`config.mk`:
```
export PLATFORM = sky130hd
export DESIGN_NAME = telnet_command_collector
export DESIGN_NICKNAME = d
export VERILOG_FILES = /design/src/rtl/core/tcc_pkg.sv /design/src/rtl/core/tcc_ram.sv /design/src/rtl/core/telnet_command_collector.sv
export SDC_FILE = /design/constraint.sdc
export NUM_CORES = 1
export LEC_CHECK = 0
export ABC_CLOCK_PERIOD_IN_PS = 2940
export BUFFER_PORTS_ARGS = -buffer_cell sky130_fd_sc_hd__buf_2
export CAP_MARGIN = 25
export CORE_MARGIN = 2
export CORE_UTILIZATION = 55
export CTS_CLUSTER_DIAMETER = 150
export DETAILED_ROUTE_END_ITERATION = 7
export PLACE_DENSITY = 0.71
export SLEW_MARGIN = 5
export SYNTH_ARGS = -nofsm -noshare
export SYNTH_HDL_FRONTEND = slang
export SYNTH_SLANG_ARGS = --single-unit
```
`constraint.sdc`:
```
create_clock -name clk_i -period 2.94 [get_ports clk_i]
set_input_delay 0.588 -clock clk_i [delete_from_list [all_inputs] [get_ports clk_i]]
set_output_delay 0.588 -clock clk_i [all_outputs]
set_load 0.01 [all_outputs]
```
`src/rtl/core/tcc_pkg.sv`:
```
package tcc_pkg;

  // Buffer sizing
  localparam int MaxCmdBytes = 64;
  localparam int AddrW       = $clog2(MaxCmdBytes);
  localparam int CountW      = $clog2(MaxCmdBytes + 1);
  localparam int LenW        = 7;

  // Telnet command codes
  localparam logic [7:0] CodeSe   = 8'd240;
  localparam logic [7:0] CodeNop  = 8'd241;
  localparam logic [7:0] CodeGa   = 8'd249;
  localparam logic [7:0] CodeSb   = 8'd250;
  localparam logic [7:0] CodeWill = 8'd251;
  localparam logic [7:0] CodeDont = 8'd254;
  localparam logic [7:0] CodeIac  = 8'd255;

  typedef enum logic [1:0] {
    OpPush  = 2'd0,
    OpClear = 2'd1,
    OpRead  = 2'd2,
    OpNone  = 2'd3
  } op_e;

  typedef struct packed {
    op_e        opcode;
    logic [7:0] data_byte;
    logic [5:0] read_index;
  } cmd_in_t;

  typedef struct packed {
    logic            accepted;
    logic            command_ready;
    logic [LenW-1:0] command_length;
    logic [7:0]      read_data;
  } cmd_out_t;

  // Status carried from the update stage to the result stage
  typedef struct packed {
    logic              accepted;
    logic              ready;
    logic [CountW-1:0] fill;
    logic              rd_ok;
  } stage_meta_t;

  function automatic logic is_two_byte(input logic [7:0] c);
    return (c == CodeIac) || (c >= CodeNop && c <= CodeGa);
  endfunction

  function automatic logic is_option(input logic [7:0] c);
    return (c >= CodeWill) && (c <= CodeDont);
  endfunction

endpackage

```
`src/rtl/core/tcc_ram.sv`:
```
module tcc_ram #(
  parameter int Width = 8,
  parameter int Depth = 64
) (
  input  logic                     clk_i,
  input  logic                     we_i,
  input  logic [$clog2(Depth)-1:0] waddr_i,
  input  logic [Width-1:0]         wdata_i,
  input  logic                     re_i,
  input  logic [$clog2(Depth)-1:0] raddr_i,
  output logic [Width-1:0]         rdata_o
);

  logic [Width-1:0] mem_q [Depth];
  logic [Width-1:0] rdata_q;

  // Write port
  always_ff @(posedge clk_i) begin
    if (we_i) begin
      mem_q[waddr_i] <= wdata_i;
    end
  end

  // Registered read, held while no read is issued
  always_ff @(posedge clk_i) begin
    if (re_i) begin
      rdata_q <= mem_q[raddr_i];
    end
  end

  assign rdata_o = rdata_q;

endmodule

```
`src/rtl/core/telnet_command_collector.sv`:
```
// Each result passes through the read stage and then the output register.
// Throughput: one item per cycle when not stalled; the fill count, ready
// flag and last-byte register are updated in the accept cycle, so the next
// item sees them. Two result slots (read stage and output register) let one
// item enter while a result waits. Reset clears counters, flags and valids;
// the buffer memory is not cleared and reads only below the fill count.
module telnet_command_collector (
  input  logic              clk_i,
  input  logic              rst_ni,
  input  logic              in_valid_i,
  output logic              in_stall_o,
  input  tcc_pkg::cmd_in_t  in_data_i,
  output logic              out_valid_o,
  input  logic              out_stall_i,
  output tcc_pkg::cmd_out_t out_data_o
);

  logic                       in_accept;
  logic [tcc_pkg::CountW-1:0] fill_q, fill_d;
  logic                       ready_q, ready_d;
  logic [7:0]                 last_q, last_d;
  logic                       acc;
  logic                       we;
  logic                       re;
  logic                       rd_ok;
  logic [7:0]                 ram_rdata;
  logic                       s1_valid_q;
  logic                       s1_adv;
  tcc_pkg::stage_meta_t       s1_meta_q, s1_meta_d;
  logic                       out_valid_q;
  tcc_pkg::cmd_out_t          out_data_q, out_data_d;

  // Handshake: stall when the read stage is full and cannot advance
  assign s1_adv     = !out_valid_q || !out_stall_i;
  assign in_stall_o = s1_valid_q && !s1_adv;
  assign in_accept  = in_valid_i && !in_stall_o;

  // Command state update
  always_comb begin
    fill_d  = fill_q;
    ready_d = ready_q;
    last_d  = last_q;
    acc     = 1'b0;
    we      = 1'b0;
    rd_ok   = 1'b0;
    re      = 1'b0;
    if (in_accept) begin
      case (in_data_i.opcode)
        tcc_pkg::OpPush: begin
          if (!ready_q) begin
            if (fill_q == '0) begin
              if (in_data_i.data_byte == tcc_pkg::CodeIac) begin
                acc    = 1'b1;
                we     = 1'b1;
                fill_d = tcc_pkg::CountW'(1);
                last_d = in_data_i.data_byte;
              end
            end else if (int'(fill_q) >= tcc_pkg::MaxCmdBytes) begin
              // full buffer: drop the byte and restart
              acc     = 1'b1;
              fill_d  = '0;
              ready_d = 1'b0;
            end else begin
              acc    = 1'b1;
              we     = 1'b1;
              fill_d = fill_q + tcc_pkg::CountW'(1);
              last_d = in_data_i.data_byte;
              if (fill_q == tcc_pkg::CountW'(1)) begin
                if (tcc_pkg::is_two_byte(in_data_i.data_byte)) begin
                  ready_d = 1'b1;
                end else if (!tcc_pkg::is_option(in_data_i.data_byte) &&
                             in_data_i.data_byte != tcc_pkg::CodeSb) begin
                  fill_d = '0;
                end
              end else if (fill_q == tcc_pkg::CountW'(2)) begin
                if (tcc_pkg::is_option(last_q)) begin
                  ready_d = 1'b1;
                end else if (last_q != tcc_pkg::CodeSb) begin
                  fill_d = '0;
                end
              end else if (last_q == tcc_pkg::CodeIac &&
                           in_data_i.data_byte == tcc_pkg::CodeSe) begin
                ready_d = 1'b1;
              end
            end
          end
        end
        tcc_pkg::OpClear: begin
          fill_d  = '0;
          ready_d = 1'b0;
        end
        tcc_pkg::OpRead: begin
          re    = 1'b1;
          rd_ok = (int'(in_data_i.read_index) < int'(fill_q)) &&
                  (int'(in_data_i.read_index) < tcc_pkg::MaxCmdBytes);
        end
        default: begin
        end
      endcase
    end
  end

  always_ff @(posedge clk_i or negedge rst_ni) begin
    if (!rst_ni) begin
      fill_q  <= '0;
      ready_q <= 1'b0;
      last_q  <= '0;
    end else begin
      fill_q  <= fill_d;
      ready_q <= ready_d;
      last_q  <= last_d;
    end
  end

  // Command buffer
  tcc_ram #(
    .Width (8),
    .Depth (tcc_pkg::MaxCmdBytes)
  ) u_buf (
    .clk_i   (clk_i),
    .we_i    (we),
    .waddr_i (fill_q[tcc_pkg::AddrW-1:0]),
    .wdata_i (in_data_i.data_byte),
    .re_i    (re),
    .raddr_i (tcc_pkg::AddrW'(in_data_i.read_index)),
    .rdata_o (ram_rdata)
  );

  // Read stage: hold status alongside the memory read
  always_comb begin
    s1_meta_d.accepted = acc;
    s1_meta_d.ready    = ready_d;
    s1_meta_d.fill     = fill_d;
    s1_meta_d.rd_ok    = rd_ok;
  end

  always_ff @(posedge clk_i or negedge rst_ni) begin
    if (!rst_ni) begin
      s1_valid_q <= 1'b0;
    end else if (s1_adv) begin
      s1_valid_q <= in_accept;
    end else if (in_accept) begin
      s1_valid_q <= 1'b1;
    end
  end

  always_ff @(posedge clk_i) begin
    if (in_accept) begin
      s1_meta_q <= s1_meta_d;
    end
  end

  // Output register
  always_comb begin
    out_data_d.accepted       = s1_meta_q.accepted;
    out_data_d.command_ready  = s1_meta_q.ready;
    out_data_d.command_length = tcc_pkg::LenW'(s1_meta_q.fill);
    out_data_d.read_data      = s1_meta_q.rd_ok ? ram_rdata : 8'd0;
  end

  always_ff @(posedge clk_i or negedge rst_ni) begin
    if (!rst_ni) begin
      out_valid_q <= 1'b0;
    end else if (s1_adv) begin
      out_valid_q <= s1_valid_q;
    end
  end

  always_ff @(posedge clk_i) begin
    if (s1_adv && s1_valid_q) begin
      out_data_q <= out_data_d;
    end
  end

  assign out_valid_o = out_valid_q;
  assign out_data_o  = out_data_q;

  // A waiting command always holds at least IAC and one code byte
  assert property (@(posedge clk_i) disable iff (!rst_ni)
    ready_q |-> (fill_q >= tcc_pkg::CountW'(2)))
    else $error("ready flag set with short buffer");

  // Fill count never passes the buffer depth
  assert property (@(posedge clk_i) disable iff (!rst_ni)
    int'(fill_q) <= tcc_pkg::MaxCmdBytes)
    else $error("fill count beyond buffer depth");

  // A push while a command waits leaves the state alone
  assert property (@(posedge clk_i) disable iff (!rst_ni)
    (in_accept && in_data_i.opcode == tcc_pkg::OpPush && ready_q)
      |=> (ready_q && $stable(fill_q)))
    else $error("refused push changed collector state");

endmodule

```
Word-level counts from Yosys, hierarchy flattened
Memory sizes are Yosys's and may differ from the RTL's. A register that Yosys moved wholly into a read port is not among the register bits. Index checks and enable logic that the tools add are counted.

Add/subtract/negate cells: 1. $lt $le $gt $ge: 8. Equal/unequal tests: 11. Mux-type cells: 38. Bitwise logic cells: 2. Reduce and logical (&&, ||, !) cells: 20.

Operator list (count): 2-to-1 mux 7 bit (11); == test 8 bit, second input constant (3); >= comparator 8 bit, second input constant (3); less-or-equal comparator 8 bit, second input constant (3); 2-to-1 mux 8 bit (3); 2-to-1 mux 1 bit (22); inequality test 8 bit, second input constant (2); one-hot mux 7 bit (2 select lines) (1); logical AND 1 bit (8); adder 7 x 1 -> 7 bit, second input constant (1); == test 7 x 1 -> 1 bit, second input constant (1); == test 7 x 2 -> 1 bit, second input constant (1); >= comparator 7 bit, second input constant (1); zero test 7 bit (1); less-than comparator 6 x 7 -> 1 bit (1); zero test 1 bit (5); AND reduction 5 bit (1); == test 2 x 1 -> 1 bit, second input constant (1); == test 2 bit, second input constant (1); zero test 2 bit (1); logical OR 1 bit (2); inequality test 2 x 1 -> 1 bit, second input constant (1); inequality test 2 bit, second input constant (1); inverter 1 bit (2); other kinds (3) (3).

Bits in registers: 45. Bits in writable memories: 512. Input bits: 20. Output and inout port bits: 19. Logic and storage cells: 94. Memories kept: 1.

Memory list: u_buf.mem_q (words 64, width 8, rd ports 1, clocked after memory_dff 1, wr ports 1, line tcc_ram.sv:14) `logic [Width-1:0] mem_q [Depth];`.

Longest topological paths before layout
Depth in word-level cells: 12. Depth in mapped cells: 9. Gate-level depth less buffers: 7.

Hierarchy
From an unflattened synthesis, not the netlist that was laid out.

Cell total of the unflattened synthesis: 1104. Area, all modules: 22353.9 um^2.

Modules (own cells, without submodules): tcc_ram (times used 1, cells an instance 940, area each 20246.9 um^2, seq. area each 15615.0 um^2); telnet_command_collector (times used 1, cells an instance 164, area each 2107.0 um^2, seq. area each 1261.2 um^2).

Worst setup path before layout
Ideal clock, no wire load.

Path type: register to register. Start point: register fill_q[0] (netlist bit). End point: memory u_buf.mem_q[57][0] (enable). Library setup time: 0.371 ns. Arrival: 2.256 ns. Data required time: 2.569 ns. Slack: 0.313 ns. Cell stages (with the launch flop): 10. Path buffers: 2. Clock period less this slack: 2.627 ns. Cells stage by stage: dfrtp_1 -> inv_1 -> ha_1 -> nor4b_1 -> o211ai_1 -> and3_1 -> clkbuf_1 -> buf_2 -> nand3_1 -> nor2_1.

Cells in the longest elaborated chain, start to end: 8. Elaborated cells between the ends (all ways): 9. Classes of those cells: order compare (1); mux (7); reduce/logical (1).

RTL lines: from (decl) (line telnet_command_collector.sv:19) `logic [tcc_pkg::CountW-1:0] fill_q, fill_d;`; from (signal assigned) (line telnet_command_collector.sv:109) `fill_q <= fill_d;`; >= comparator 7 bit (line telnet_command_collector.sv:58) `end else if (int'(fill_q) >= tcc_pkg::MaxCmdBytes) begin`; 2-to-1 mux 1 bit (line telnet_command_collector.sv:58); 2-to-1 mux 1 bit (line telnet_command_collector.sv:51) `if (fill_q == '0) begin`; 2-to-1 mux 1 bit (line telnet_command_collector.sv:50) `if (!ready_q) begin`; 2-to-1 mux 1 bit (line telnet_command_collector.sv:48) `case (in_data_i.opcode)`; 2-to-1 mux 1 bit (line telnet_command_collector.sv:47) `if (in_accept) begin`; 2-to-1 mux 1 bit (line tcc_ram.sv:19) `if (we_i) begin`; 2-to-1 mux 1 bit (not written as such) (line tcc_ram.sv:20) `mem_q[waddr_i] <= wdata_i;`; to (decl) (line tcc_ram.sv:14).

Several ways; a longest one is shown, not always the timed one.

Final worst setup path
Start point: register fill_q[1] (netlist bit). End point: memory u_buf.mem_q[2][1] (enable).

Same word-level chain as after synthesis.

==> flow_metrics.py <==
metrics = {
    "critical_path": {
        "worstPathMaxFanout": 9,
        "cp.required_ns": 3.24,
        "max_stage_delay_ns": 0.49,
        "worst_setup_path_end_kind": "register",
        "critPathArrivalTime_ns": 2.90,
        "setup.worst_path.start_class": "register",
        "critPathKind": "reg -> reg",
        "crit_top_cell": "buf_4",
        "cp_slowest_cell": "dfrtp_1",
        "path_cells": "inv_1, ha_1, nor4b_1, o211ai_1, and3_1, nand4_1, buf_4, nor2_1, buf_4",
    },
    "clock_tree": {
        "hold_buffers": 1,
        "clk_latency_ns": 0.61,
        "cts_inserted_buffers": 54,
        "clk_transition_reported_paths_ns": 0.06,
        "clockBufferDepth": 3,
        "ctsResizeCount": 0,
        "htree_num_levels": 2,
        "cts_sinks": 565,
        "post_cts_buffers": 0,
        "cts_tree": "done",
        "root_buffer": "clkbuf_16",
    },
    "sta": {
        "timing.fmax_mhz": 385,
        "holdWs_ns": 0.222,
        "tns_ns": 0,
        "min_period_over_period_pct": 88.3,
        "slew_viol_final": 0,
        "setup-violations-final": 0,
        "rsz0062_at_grt": "no",
        "worst_pin_slew_ns": 0.786,
        "worst_slew_margin_rel_pct": 47.6,
        "min_period_ns": 2.60,
        "fin_worst_skew_ns": 0.0206,
        "hold_violations": 0,
    },
    "logic_synthesis": {
        "avgSynthCellArea_um2": 20.2,
        "syn-num-nets": 1129,
        "synth_top_area_share_pct": 74.0,
        "synth_area_mm2": 0.0222,
        "yosys_warnings": 0,
        "yosys_most_used_dff": "edfxtp_1",
        "synth-seq-area-share_pct": 76.0,
        "synth-async-reset-ratio_pct": 3.19,
        "synth-edff-count": 547,
        "synth_top_area_cell": "edfxtp_1",
        "ys_ff_latch": 565,
        "synthTopCellsByArea": "edfxtp_1 74%, mux4_2 12%, dfrtp_1 2.0%",
        "syn_inst": 1100,
        "yosysUniqueCellTypes": 57,
    },
    "floorplan": {
        "die_x_um": 205,
        "core-area_mm2": 0.0398,
        "die_h_um": 205,
        "initial_utilization_pct": 55.7,
        "rows": 73,
        "io-pin-count": 39,
        "die_area_mm2": 0.0420,
    },
    "drt": {
        "routed_wl_um": 51100,
        "drt-initial-drc-count": 1313,
        "wl_per_cell_um": 27.5,
        "ant_nets": 0,
        "vias_per_cell": 6.21,
        "drc_errors": 0,
        "drtPass1Iterations": 5,
        "vias": 11600,
    },
    "placed_design": {
        "postPlaceCellArea_mm2": 0.0240,
        "numPortBuffers": 38,
        "post-dp-hpwl_um": 33000,
        "place.gp.congestion": 0.868,
        "dp_cells": 1764,
    },
    "final_layout": {
        "fillers": 2716,
        "nets": 1325,
        "drive_gt1_share_pct": 28.8,
        "design_area_mm2": 0.0258,
        "stdcell_count": 1863,
        "area_delta_synth_final_pct": 16.2,
        "seqCellArea_mm2": 0.0169,
        "multi_input_area_mm2": 0.00501,
        "antennaDiodeCount": 0,
    },
    "global_routing": {
        "grt_pass1_wl_um": 75200,
        "grt_pass1_vias": 11700,
        "grt_overflow": 0,
        "antenna_found_initial": 2,
        "grt_usage_pct": 25.3,
        "grt_max_degree": 68,
    },
    "power": {
        "power_density_mw_per_mm2": 670,
        "power.leakage_uw": 0.00863,
        "ir_drop_mv": 0.556,
    },
    "outcome": {
        "outcome": "complete, no violations",
    },
    "min_path": {
        "hp-class": "in -> reg",
    },
    "job": {
        "drv_cap": 0,
    },
}
[flip-flops by register name, indices dropped and copies added (netlist names)]
register       flops
last_q             8
u_buf.mem_q      512
out_data_o        17
fill_q             7
out_valid_o        1
s1_meta_q          1
out_data_d         9
u_buf.rdata_o      8
ready_q            1
s1_valid_q         1
[layer usage]
layer	up-vias	part of all wire, %	wire length (um)	GRT usage, %
met2	565	48	24500	39.6
met5	-	0.051	26	0
li1	4943	-	-	-
met3	102	8.6	4370	5.57
met1	5948	40	20400	35.1
met4	4	3.7	1890	10.3
[placed cells by master (no fill, tap or decap), types with 5 or more instances in the layout]
| master | n |
|---|---|
| edfxtp_1 | 547 |
| buf_4 | 140 |
| mux4_2 | 120 |
| nor2_1 | 82 |
| clkbuf_16 | 57 |
| nand2_1 | 50 |
| buf_2 | 35 |
| nand3_1 | 23 |
| mux2i_1 | 22 |
| o22ai_1 | 22 |
| dfrtp_1 | 18 |
| clkbuf_1 | 12 |
| nand4_1 | 11 |
| and2_1 | 11 |
| clkinv_1 | 11 |
| nor2b_1 | 10 |
| inv_1 | 9 |
| a21oi_1 | 9 |
| ha_1 | 9 |
| clkinv_2 | 9 |
| buf_12 | 9 |
| nand2b_1 | 8 |
| mux4_1 | 8 |
| nor3_1 | 6 |
| o221ai_1 | 6 |
| a21o_1 | 6 |
| nor4_1 | 6 |
| a211oi_1 | 6 |
| bufinv_16 | 6 |
| and3_1 | 5 |
| o21ai_0 | 5 |
[cell usage after synthesis, types with 4 or more instances]
library cell,n
edfxtp_1,547
mux4_2,120
nor2_1,82
nand2_1,50
nand3_1,23
mux2i_1,22
o22ai_1,22
buf_2,18
dfrtp_1,18
and2_1,11
clkbuf_1,11
nand4_1,11
buf_4,10
nor2b_1,10
a21oi_1,9
ha_1,9
inv_1,9
mux4_1,8
nand2b_1,8
a211oi_1,6
a21o_1,6
nor3_1,6
nor4_1,6
o221ai_1,6
and3_1,5
o21ai_0,5
a2111oi_0,4
a22oi_1,4
buf_6,4
nand3b_1,4
or2b_1,4
[report_power, final]
part	internal, uW	total, uW	switching (uW)
combinational	507	1280	775
clock	4090	6940	2850
sequential	8980	9070	89.1
[cell families (layout without fill, tap and decap cells)]
group | after synthesis | after routing | synth area share [%]
DFF | 565 | 565 | 76.0
and+or+nand+nor | 228 | 228 | 4.88
muxes | 153 | 153 | 14.3
AOI/OAI and AO/OA | 89 | 89 | 2.93
buffers and inverters | 56 | 294 | 1.37
adders and majority gates | 9 | 9 | 0.507
[critical path, delay by kind of cell, from the launching register on]
kind | cells | cell delay, ns
DFF | 1 | 0.49
AOI/OAI and AO/OA | 1 | 0.12
adders and majority gates | 1 | 0.21
and+or+nand+nor | 4 | 0.84
buffers and inverters | 3 | 0.63
[worst paths after layout]
path,startpoint,to,slack (ns),cells past startpoint
setup / recovery,fill_q[1],u_buf.mem_q[2][1],0.34,9
hold / removal,out_stall_i,out_valid_o,0.22,2
setup reg to reg,fill_q[1],u_buf.mem_q[2][1],0.34,9
hold reg to reg,out_data_d[8],out_data_o[8],0.42,0
max in group asynchronous,rst_ni,fill_q[0],2.18,2
min in group asynchronous,rst_ni,fill_q[5],0.46,2
[stage by stage]
| step | total power [uW] | setup slack [ns] | utilization, % |
|---|---|---|---|
| after detailed placement | 10500 | 0.0598 | 60.3 |
| final | 17300 | 0.345 | 64.8 |
| after global routing | 17800 | 0.168 | 64.8 |
| after CTS | 17400 | 0.416 | 64.8 |
| after global placement | 10500 | 0.0354 | 60.3 |
| after floorplan | 9950 | 0.313 | - |
[final cells by class]
cell class	instances	area share, %
sequential	565	65.4
multi-input combinational	479	19.4
clock buffer	71	5.81
timing repair buffer	186	5.55
tap	525	2.55
clock inverter	27	1.08
inverter	10	0.146
Note: power is estimated with default switching activity, not from simulation.
